[src/rtl/core/wsg_pkg.sv]
// ----------------------------------------------------------------------------
// Waypoint steering guidance package
// Beat types, fixed-point constants and the CORDIC arctangent table.
// ----------------------------------------------------------------------------
package wsg_pkg;

    // Default sizing
    localparam int QUEUE_DEPTH_DEF  = 16;
    localparam int CORDIC_ITER_DEF  = 16;
    localparam int ATAN_TAB_LEN     = 24;

    // CORDIC datapath widths: vector magnitude stays below 2^26, angle below 2^27
    localparam int XY_W = 27;
    localparam int Z_W  = 28;

    // Opcodes of the input beat
    localparam logic OP_LOAD = 1'b0;
    localparam logic OP_STEP = 1'b1;

    // Status codes of the result beat
    localparam logic [1:0] STATUS_OK    = 2'd0;
    localparam logic [1:0] STATUS_FULL  = 2'd1;
    localparam logic [1:0] STATUS_EMPTY = 2'd2;

    // Angle constants
    localparam logic signed [18:0]  PI_Q12     = 19'sd12868;
    localparam logic signed [18:0]  TWO_PI_Q12 = 19'sd25736;
    localparam logic signed [Z_W-1:0] PI_Q24   = 28'sd52707179;
    localparam logic signed [Z_W-1:0] ROUND_Q12 = 28'sd2048;

    // Reset value of the reach radius (0.2 m in Q4.12)
    localparam logic [15:0] TOL_RESET = 16'd819;

    typedef struct packed {
        logic               opcode;
        logic signed [23:0] pos_x;
        logic signed [23:0] pos_y;
        logic signed [15:0] heading;
    } in_beat_t;

    typedef struct packed {
        logic signed [15:0] steer_angle;
        logic               throttle_on;
        logic               advanced;
        logic               all_done;
        logic [1:0]         status_code;
    } out_beat_t;

    // Data handed from one CORDIC cell to the next
    typedef struct packed {
        logic                  valid;
        logic signed [XY_W-1:0] x;
        logic signed [XY_W-1:0] y;
        logic signed [Z_W-1:0]  z;
    } cordic_beat_t;

    // atan(2^-i) in Q.24 radians
    function automatic logic signed [Z_W-1:0] atan_q24(input int idx);
        logic signed [Z_W-1:0] a;
        begin
            case (idx)
                0:       a = 28'sd13176795;
                1:       a = 28'sd7778716;
                2:       a = 28'sd4110060;
                3:       a = 28'sd2086331;
                4:       a = 28'sd1047214;
                5:       a = 28'sd524117;
                6:       a = 28'sd262123;
                7:       a = 28'sd131069;
                8:       a = 28'sd65536;
                9:       a = 28'sd32768;
                10:      a = 28'sd16384;
                11:      a = 28'sd8192;
                12:      a = 28'sd4096;
                13:      a = 28'sd2048;
                14:      a = 28'sd1024;
                15:      a = 28'sd512;
                16:      a = 28'sd256;
                17:      a = 28'sd128;
                18:      a = 28'sd64;
                19:      a = 28'sd32;
                20:      a = 28'sd16;
                21:      a = 28'sd8;
                22:      a = 28'sd4;
                23:      a = 28'sd2;
                default: a = '0;
            endcase
            return a;
        end
    endfunction

endpackage

[src/rtl/core/wsg_cordic_cell.sv]
// ----------------------------------------------------------------------------
// Waypoint steering CORDIC cell
// One vectoring micro-rotation with a fixed shift, registered toward the
// next cell of the chain.
// ----------------------------------------------------------------------------
module wsg_cordic_cell #(
    parameter int SHIFT = 0
) (
    input  logic                  clk,
    input  logic                  rst_n,
    input  wsg_pkg::cordic_beat_t beat_in,
    output wsg_pkg::cordic_beat_t beat_out
);

    localparam logic signed [wsg_pkg::Z_W-1:0] ANGLE = wsg_pkg::atan_q24(SHIFT);

    logic                               valid_reg;
    logic signed [wsg_pkg::XY_W-1:0]    x_reg, x_next;
    logic signed [wsg_pkg::XY_W-1:0]    y_reg, y_next;
    logic signed [wsg_pkg::Z_W-1:0]     z_reg, z_next;
    logic signed [wsg_pkg::XY_W-1:0]    x_sh, y_sh;

    // Rotate toward y = 0
    always_comb
    begin
        x_sh = beat_in.x >>> SHIFT;
        y_sh = beat_in.y >>> SHIFT;
        if (!beat_in.y[wsg_pkg::XY_W-1])
        begin
            x_next = beat_in.x + y_sh;
            y_next = beat_in.y - x_sh;
            z_next = beat_in.z + ANGLE;
        end
        else
        begin
            x_next = beat_in.x - y_sh;
            y_next = beat_in.y + x_sh;
            z_next = beat_in.z - ANGLE;
        end
    end

    // Valid travels with reset
    always_ff @(posedge clk or negedge rst_n)
    begin
        if (!rst_n)
            valid_reg <= 1'b0;
        else
            valid_reg <= beat_in.valid;
    end

    // Payload
    always_ff @(posedge clk)
    begin
        x_reg <= x_next;
        y_reg <= y_next;
        z_reg <= z_next;
    end

    assign beat_out.valid = valid_reg;
    assign beat_out.x     = x_reg;
    assign beat_out.y     = y_reg;
    assign beat_out.z     = z_reg;

endmodule

[src/rtl/core/wsg_cordic_chain.sv]
// ----------------------------------------------------------------------------
// Waypoint steering CORDIC chain
// Row of CORDIC cells, cell i applies the 2^-i micro-rotation.
// ----------------------------------------------------------------------------
module wsg_cordic_chain #(
    parameter int CORDIC_ITERATIONS = wsg_pkg::CORDIC_ITER_DEF
) (
    input  logic                  clk,
    input  logic                  rst_n,
    input  wsg_pkg::cordic_beat_t chain_in,
    output wsg_pkg::cordic_beat_t chain_out
);

    wsg_pkg::cordic_beat_t link [CORDIC_ITERATIONS+1];

    assign link[0] = chain_in;

    for (genvar i = 0; i < CORDIC_ITERATIONS; i++)
    begin : g_cell
        wsg_cordic_cell #(
            .SHIFT (i)
        ) u_cell (
            .clk      (clk),
            .rst_n    (rst_n),
            .beat_in  (link[i]),
            .beat_out (link[i+1])
        );
    end

    assign chain_out = link[CORDIC_ITERATIONS];

endmodule

[config.mk]
export PLATFORM = sky130hd
export DESIGN_NAME = wsg_cordic_chain
export DESIGN_NICKNAME = d
export VERILOG_FILES = /design/src/rtl/core/wsg_pkg.sv /design/src/rtl/core/wsg_cordic_cell.sv /design/src/rtl/core/wsg_cordic_chain.sv
export SDC_FILE = /design/constraint.sdc
export NUM_CORES = 2
export LEC_CHECK = 0
export BUFFER_PORTS_ARGS = -buffer_cell sky130_fd_sc_hd__buf_2
export CORE_MARGIN = 5
export CORE_UTILIZATION = 40
export DETAILED_ROUTE_END_ITERATION = 7
export SETUP_SLACK_MARGIN = 0.5
export SKIP_CTS_REPAIR_TIMING = 1
export SLEW_MARGIN = 10
export SYNTH_ARGS = -nofsm -noshare
export SYNTH_HDL_FRONTEND = slang
export SYNTH_SLANG_ARGS = --single-unit
[constraint.sdc]
create_clock -name clk -period 7.9 [get_ports clk]
set_input_delay 0 -clock clk [delete_from_list [all_inputs] [get_ports clk]]
set_output_delay 0 -clock clk [all_outputs]
set_load 0.01 [all_outputs]
Word level (Yosys, flattened, before mapping) --
Cells that the tools add are included.
Cells by class: add/subtract/negate cells 95, multiply operators 0, div/mod/pow operators 0, order comparisons 0, equal/unequal tests 0, shift operators 0, mux-type cells 48, bitwise gates (word level) 0, reductions and logical operators 0
Operators with widths (number):
- $mux 27 | 32
- $mux 28 | 16
- $add 28x18->28 const B | 2
- $sub 28x18->28 const B | 2
- $add 27x12->27 | 2
- $add 27x13->27 | 2
- $add 27x14->27 | 2
- $add 27x15->27 | 2
- $add 27x16->27 | 2
- $add 27x17->27 | 2
- $add 27x18->27 | 2
- $add 27x19->27 | 2
- $add 27x20->27 | 2
- $add 27x21->27 | 2
- $add 27x22->27 | 2
- $add 27x23->27 | 2
- $add 27x24->27 | 2
- $add 27x25->27 | 2
- $add 27x26->27 | 2
- $sub 27x12->27 | 2
- $sub 27x13->27 | 2
- $sub 27x14->27 | 2
- $sub 27x15->27 | 2
- $sub 27x16->27 | 2
- other kinds (40) | 51
Storage, ports and cells: register bits 1328, bits in latches 0, RAM bits 0, ROM bits 0, bits of input ports 85, output and inout port bits 83, word-level logic and storage cells 207, memories 0

Depth between registers and ports, before layout --
depth after elaboration 2, mapped depth 19, mapped depth without buffers 19

Modules after synthesis --
Synthesis repeated with hierarchy kept, for this count alone.
Unflattened totals: cells, all modules 12122, area, all modules 101280.9 um^2
Modules (own cells, without submodules):
- wsg_cordic_cell at g_cell[0].u_cell | instances 1, cells each 919, area an instance 7253.2 um^2, sequential area each 1646.6 um^2
- wsg_cordic_cell at g_cell[3].u_cell | instances 1, cells each 847, area an instance 6915.4 um^2, sequential area each 1666.6 um^2
- wsg_cordic_cell at g_cell[2].u_cell | instances 1, cells each 820, area an instance 6831.6 um^2, sequential area each 1666.6 um^2
- wsg_cordic_cell at g_cell[5].u_cell | instances 1, cells each 829, area an instance 6770.2 um^2, sequential area each 1666.6 um^2
- wsg_cordic_cell at g_cell[4].u_cell | instances 1, cells each 817, area an instance 6723.9 um^2, sequential area each 1666.6 um^2
- wsg_cordic_cell at g_cell[6].u_cell | instances 1, cells each 816, area an instance 6718.9 um^2, sequential area each 1666.6 um^2
- wsg_cordic_cell at g_cell[1].u_cell | instances 1, cells each 804, area an instance 6692.7 um^2, sequential area each 1666.6 um^2
- wsg_cordic_cell at g_cell[7].u_cell | instances 1, cells each 790, area an instance 6585.1 um^2, sequential area each 1666.6 um^2
- wsg_cordic_cell at g_cell[13].u_cell | instances 1, cells each 724, area an instance 6119.6 um^2, sequential area each 1666.6 um^2
- wsg_cordic_cell at g_cell[14].u_cell | instances 1, cells each 690, area an instance 5900.7 um^2, sequential area each 1666.6 um^2
- wsg_cordic_cell at g_cell[10].u_cell | instances 1, cells each 687, area an instance 5873.1 um^2, sequential area each 1666.6 um^2
- wsg_cordic_cell at g_cell[9].u_cell | instances 1, cells each 688, area an instance 5846.9 um^2, sequential area each 1666.6 um^2
- wsg_cordic_cell at g_cell[15].u_cell | instances 1, cells each 673, area an instance 5839.4 um^2, sequential area each 1666.6 um^2
- wsg_cordic_cell at g_cell[12].u_cell | instances 1, cells each 701, area an instance 5838.1 um^2, sequential area each 1666.6 um^2
- +2 rows

Worst setup path after synthesis --
OpenSTA, ideal clock, no wires.
path type register -> register, from register g_cell[1].u_cell.x_reg[5] in the netlist's numbering, to register g_cell[2].u_cell.y_reg[26] in the netlist's numbering, setup time 62 ps, data arrival time 3974 ps, required time 7838 ps, slack 3864 ps, stages on the path, launching flop included 16, buffers on the path 0, clock period less this slack 4036 ps, cell sequence dfxtp_1 > or4_1 > nor3_2 > nand2b_1 > nor3b_1 > nor2_1 > xnor2_1 > ha_1 > a211o_1 > o2111ai_1 > a21oi_1 > a2bb2oi_1 > o32a_1 > a221o_1 > or4_1 > nand3_1
On the way: word-level cells in the longest chain between the ends 2, elaborated cells between the ends (all ways) 3, those cells by class add/sub: 2; mux: 1
Ends and longest elaborated chain:
- from (decl) | line wsg_cordic_cell.sv:18 | logic signed [wsg_pkg::XY_W-1:0] x_reg, x_next;
- from (signal assigned) | line wsg_cordic_cell.sv:54 | x_reg <= x_next;
- $sub 27x25->27 or $add 27x25->27 (tied branches) | line wsg_cordic_cell.sv:31, wsg_cordic_cell.sv:37
- $mux 27 * | line wsg_cordic_cell.sv:28 | if (!beat_in.y[wsg_pkg::XY_W-1])
- net g_cell[2].u_cell.y_next (one bit) | line wsg_cordic_cell.sv:19 | logic signed [wsg_pkg::XY_W-1:0] y_reg, y_next;
- to (signal assigned) | line wsg_cordic_cell.sv:55 | y_reg <= y_next;
- to (decl) | line wsg_cordic_cell.sv:19
Mark *: on every way through the listed nets, which the timed path passes. The rest lies on a longest branch.

Worst setup path in the final report --
from register g_cell[2].u_cell.y_reg[3] in the netlist's numbering, to register g_cell[3].u_cell.x_reg[26] in the netlist's numbering
On the way: word-level cells in the longest chain between the ends 2, elaborated cells between the ends (all ways) 3, those cells by class add/sub: 2; mux: 1
Ends and longest elaborated chain (line):
- $add 27x24->27 or $sub 27x24->27 (tied branches) | wsg_cordic_cell.sv:30, wsg_cordic_cell.sv:36
- $mux 27 * | wsg_cordic_cell.sv:28
- net g_cell[3].u_cell.x_next (one bit) | wsg_cordic_cell.sv:18
- to (signal assigned) | wsg_cordic_cell.sv:54
- to (decl) | wsg_cordic_cell.sv:18
Marked as above.

==> run_summary.xml <==
<?xml version="1.0" encoding="UTF-8"?>
<metrics>
  <group name="final_layout">
    <metric name="multi_input_area" unit="sq um">64900</metric>
    <metric name="most-common-layout-cells" unit="">dfxtp_1, ha_1, a21oi_1</metric>
    <metric name="syn_to_final_growth" unit="%">11.8</metric>
    <metric name="final_common_cell" unit="">dfxtp_1</metric>
    <metric name="register_area" unit="sq um">26700</metric>
    <metric name="flip_flop_count_of_the_largest_register_all_copies_and_words_added" unit="">448</metric>
    <metric name="drive_above_1_share" unit="%">5.33</metric>
    <metric name="finish.net_count" unit="">12700</metric>
    <metric name="final-instance-count-excl-fill" unit="">14600</metric>
    <metric name="nFillCells" unit="">22800</metric>
  </group>
  <group name="clock_network">
    <metric name="cts_buffer_depth" unit="">3</metric>
    <metric name="cts_num_sinks" unit="">1327</metric>
    <metric name="cts-root-buf" unit="">clkbuf_16</metric>
    <metric name="clock_insertion_delay_worst_skew" unit="ns">0.81</metric>
    <metric name="clk_pin_slew_worst_paths" unit="ns">0.06</metric>
    <metric name="tritoncts" unit="">built</metric>
    <metric name="cts-htree-levels" unit="">4</metric>
    <metric name="tritoncts.num_buffers" unit="">155</metric>
  </group>
  <group name="synth">
    <metric name="synth-edff-count" unit="">0</metric>
    <metric name="synth_sequential_area_ratio" unit="%">28.3</metric>
    <metric name="synth.distinct_cells" unit="">111</metric>
    <metric name="share_of_flip_flops_with_an_asynchronous_set_or_reset_after_synthesis" unit="%">1.21</metric>
    <metric name="synth_largest_area_cell" unit="">dfxtp_1</metric>
    <metric name="ys_ff_latch" unit="">1327</metric>
    <metric name="syn-mean-instance-area" unit="sq um">8.54</metric>
    <metric name="syn-num-nets" unit="">12400</metric>
    <metric name="ys.warnings.count" unit="">0</metric>
    <metric name="synth_cells" unit="">11000</metric>
    <metric name="synthDominantCellAreaShare" unit="%">27.9</metric>
    <metric name="dominantRegCellSynth" unit="">dfxtp_1</metric>
    <metric name="netlist_area" unit="sq um">94200</metric>
    <metric name="netlist_top_cells_area" unit="">dfxtp_1, ha_1, xnor2_1</metric>
  </group>
  <group name="critical_path">
    <metric name="setup.worst_path.class" unit="">flip-flop to flip-flop</metric>
    <metric name="path_cells" unit="">inv_1 &gt; ha_1 &gt; nor3b_1 &gt; nand3b_1 &gt; nor4_1 &gt; a31oi_1 &gt; xnor2_1 &gt; ha_1 &gt; a21o_1 &gt; a21o_1 &gt; a21oi_1 &gt; nand3b_1 &gt; o21ai_0 &gt; o22a_1 &gt; a211oi_1 &gt; a21o_1 &gt; a21oi_1 &gt; xnor2_1</metric>
    <metric name="path_max_fanout" unit="">7</metric>
    <metric name="ff2ff_path_depth" unit="">18</metric>
    <metric name="crit_top_cell" unit="">a21o_1</metric>
    <metric name="worst-endpoint-arrival" unit="ns">5.34</metric>
    <metric name="critical_path.max_stage_delay" unit="ns">0.94</metric>
    <metric name="crit_slowest_cell" unit="">nor4_1</metric>
    <metric name="critical_path_required" unit="ns">8.61</metric>
    <metric name="critical_path.startpoint_type" unit="">flip-flop</metric>
    <metric name="end_kind" unit="">flip-flop</metric>
  </group>
  <group name="detailed_routing">
    <metric name="vias_per_cell" unit="">5.41</metric>
    <metric name="detail_route.drc_violations" unit="">0</metric>
    <metric name="ant_nets" unit="">0</metric>
    <metric name="initialDrtViolationCount" unit="">4623</metric>
    <metric name="wl_per_cell" unit="um">16.9</metric>
    <metric name="firstDrtPassIters" unit="">5</metric>
    <metric name="vias" unit="">79000</metric>
    <metric name="wirelength" unit="um">247000</metric>
  </group>
  <group name="global_routing">
    <metric name="grt.overflow.total" unit="">0</metric>
    <metric name="grt_antenna_before_repair" unit="">2</metric>
    <metric name="grtUsageTotal" unit="%">19.4</metric>
    <metric name="vias_in_the_first_global_route" unit="">76200</metric>
    <metric name="grt_pass1_wl" unit="um">396000</metric>
    <metric name="grt_max_degree" unit="">72</metric>
  </group>
  <group name="floorplan">
    <metric name="placeableCoreArea" unit="sq um">235000</metric>
    <metric name="chipWidth" unit="um">495</metric>
    <metric name="die_area" unit="sq um">245000</metric>
    <metric name="ios" unit="">168</metric>
    <metric name="floorplan.rows" unit="">178</metric>
    <metric name="start_util" unit="%">40.1</metric>
    <metric name="dieHeight" unit="um">495</metric>
  </group>
  <group name="sta">
    <metric name="post-route-period-util" unit="%">58.6</metric>
    <metric name="max-slew-margin-rel" unit="%">18.4</metric>
    <metric name="hold_slack" unit="ns">-0.0172</metric>
    <metric name="report.final.slew_viol_count" unit="">0</metric>
    <metric name="timing.setup.tns" unit="ns">0</metric>
    <metric name="fmax" unit="MHz">216</metric>
    <metric name="unrepaired_setup_endpoints_after_global_routing" unit="">false</metric>
    <metric name="final_hold_viol_count" unit="">5</metric>
    <metric name="max_slew.worst_pin.slew" unit="ns">1.21</metric>
    <metric name="clk_skew" unit="ns">0.0703</metric>
    <metric name="post-route-min-period" unit="ns">4.63</metric>
    <metric name="final_setup_violations" unit="">0</metric>
  </group>
  <group name="worst_hold_path">
    <metric name="timing.hold.worst.class" unit="">input pin to flip-flop</metric>
    <metric name="holdPathStages" unit="">5</metric>
  </group>
  <group name="placed_design">
    <metric name="dpl.cell_count" unit="">14200</metric>
    <metric name="hpwl" unit="um">200000</metric>
    <metric name="port_buffers" unit="">167</metric>
    <metric name="placer_congestion" unit="">0.910</metric>
  </group>
  <group name="run_status">
    <metric name="violations" unit="">negative hold slack</metric>
    <metric name="run_status" unit="">finished with violations</metric>
  </group>
  <group name="job">
    <metric name="cap_violations" unit="">0</metric>
  </group>
</metrics>
Yosys cell counts (20+ instances only):
| cell type | count |
|---|---|
| a21boi_0 | 32 |
| ha_1 | 1259 |
| inv_1 | 540 |
| nand4_1 | 85 |
| and2_1 | 69 |
| a21oi_1 | 1104 |
| a31oi_1 | 118 |
| nor4_1 | 109 |
| dfxtp_1 | 1311 |
| or4_1 | 35 |
| a211o_1 | 40 |
| nand3_1 | 163 |
| nand2_1 | 536 |
| or3_1 | 62 |
| nor3_1 | 289 |
| or2_2 | 34 |
| o31a_1 | 23 |
| and4_1 | 23 |
| and3_1 | 106 |
| o21bai_1 | 143 |
| o2111ai_1 | 24 |
| fa_1 | 49 |
| a211oi_1 | 99 |
| a31o_2 | 31 |
| a41oi_1 | 20 |
| mux2_2 | 29 |
| nor2_1 | 1076 |
| xor2_1 | 508 |
| o41ai_1 | 38 |
| o31ai_1 | 52 |
| a21o_1 | 455 |
| mux2i_1 | 29 |
| xnor2_1 | 1021 |
| clkbuf_1 | 144 |
| nand2b_1 | 136 |
| o21a_1 | 162 |
| o211ai_1 | 37 |
| nor2b_1 | 182 |
| o21ai_1 | 28 |
| o21ai_0 | 512 |
area by class of cell:
type / count / share of cell area, %
inverter: 544 / 1.94
timing repair buffer: 315 / 2.15
clock buffer: 206 / 4.17
tap: 3150 / 3.74
antenna: 2 / 0.00475
clock inverter: 78 / 1.06
multi-input combinational: 8998 / 61.6
sequential: 1327 / 25.3
metal layers:
layer / up-vias / share of wire (%) / wire length (um) / global-route usage (%)
met1: 37200 / 45 / 111000 / 24.5
met4: 0 / 2.9 / 7100 / 5.77
met5: - / 0 / 0 / 0
met3: 372 / 3.8 / 9360 / 2.33
met2: 1529 / 48 / 120000 / 34.6
li1: 40000 / - / - / -
critical path, delay by kind of cell, from the launching register on:
kind	cells	cell delay [ns]
simple gates	4	1.55
xor+xnor	2	0.31
flops	1	0.35
compound gates	9	1.88
fa+ha+maj	2	0.36
buf+inv	1	0.07
path summary, 6_finish.rpt:
kind	from	end	slack [ns]
worst min register to register	g_cell[0].u_cell.z_reg[0]	g_cell[1].u_cell.z_reg[0]	0.32
worst max register to register	g_cell[2].u_cell.y_reg[3]	g_cell[3].u_cell.x_reg[26]	3.27
worst min-delay path	chain_in[35]	g_cell[0].u_cell.y_reg[8]	-0.02
worst max-delay path	g_cell[2].u_cell.y_reg[3]	g_cell[3].u_cell.x_reg[26]	3.27
min in group asynchronous	rst_n	g_cell[7].u_cell.valid_reg	0.30
max in group asynchronous	rst_n	g_cell[2].u_cell.valid_reg	7.18
per-stage QoR:
| step | setup WS, ns | cell area [sq um] | util, % |
|---|---|---|---|
| 2_1_floorplan | 3.86 | 94200 | - |
| 3_3_place_gp | 3.31 | 98500 | 41.9 |
| 3_5_place_dp | 3.36 | 98500 | 41.9 |
| 4_1_cts | 3.31 | 104000 | 44.3 |
| 5_1_grt | 2.86 | 105000 | 44.8 |
| 6_report | 3.27 | 105000 | 44.8 |
kinds of logic (layout without fill, tap and decap cells):
family                     count (synthesis)  after routing  synth area share [%]
other                                      0              2                     0
adders and majority gates               1308           1308                  17.8
muxes                                     58             58                 0.655
and+or+nand+nor                         2987           2987                  15.3
DFF                                     1327           1327                  28.3
AOI/OAI and AO/OA                       3115           3115                  21.0
xor gates and xnor gates                1530           1530                  14.2
buffers and inverters                    713           1143                  2.85
Power is not shown: default switching activity piles up to over one toggle a cycle in this logic, so the estimate is an artifact.
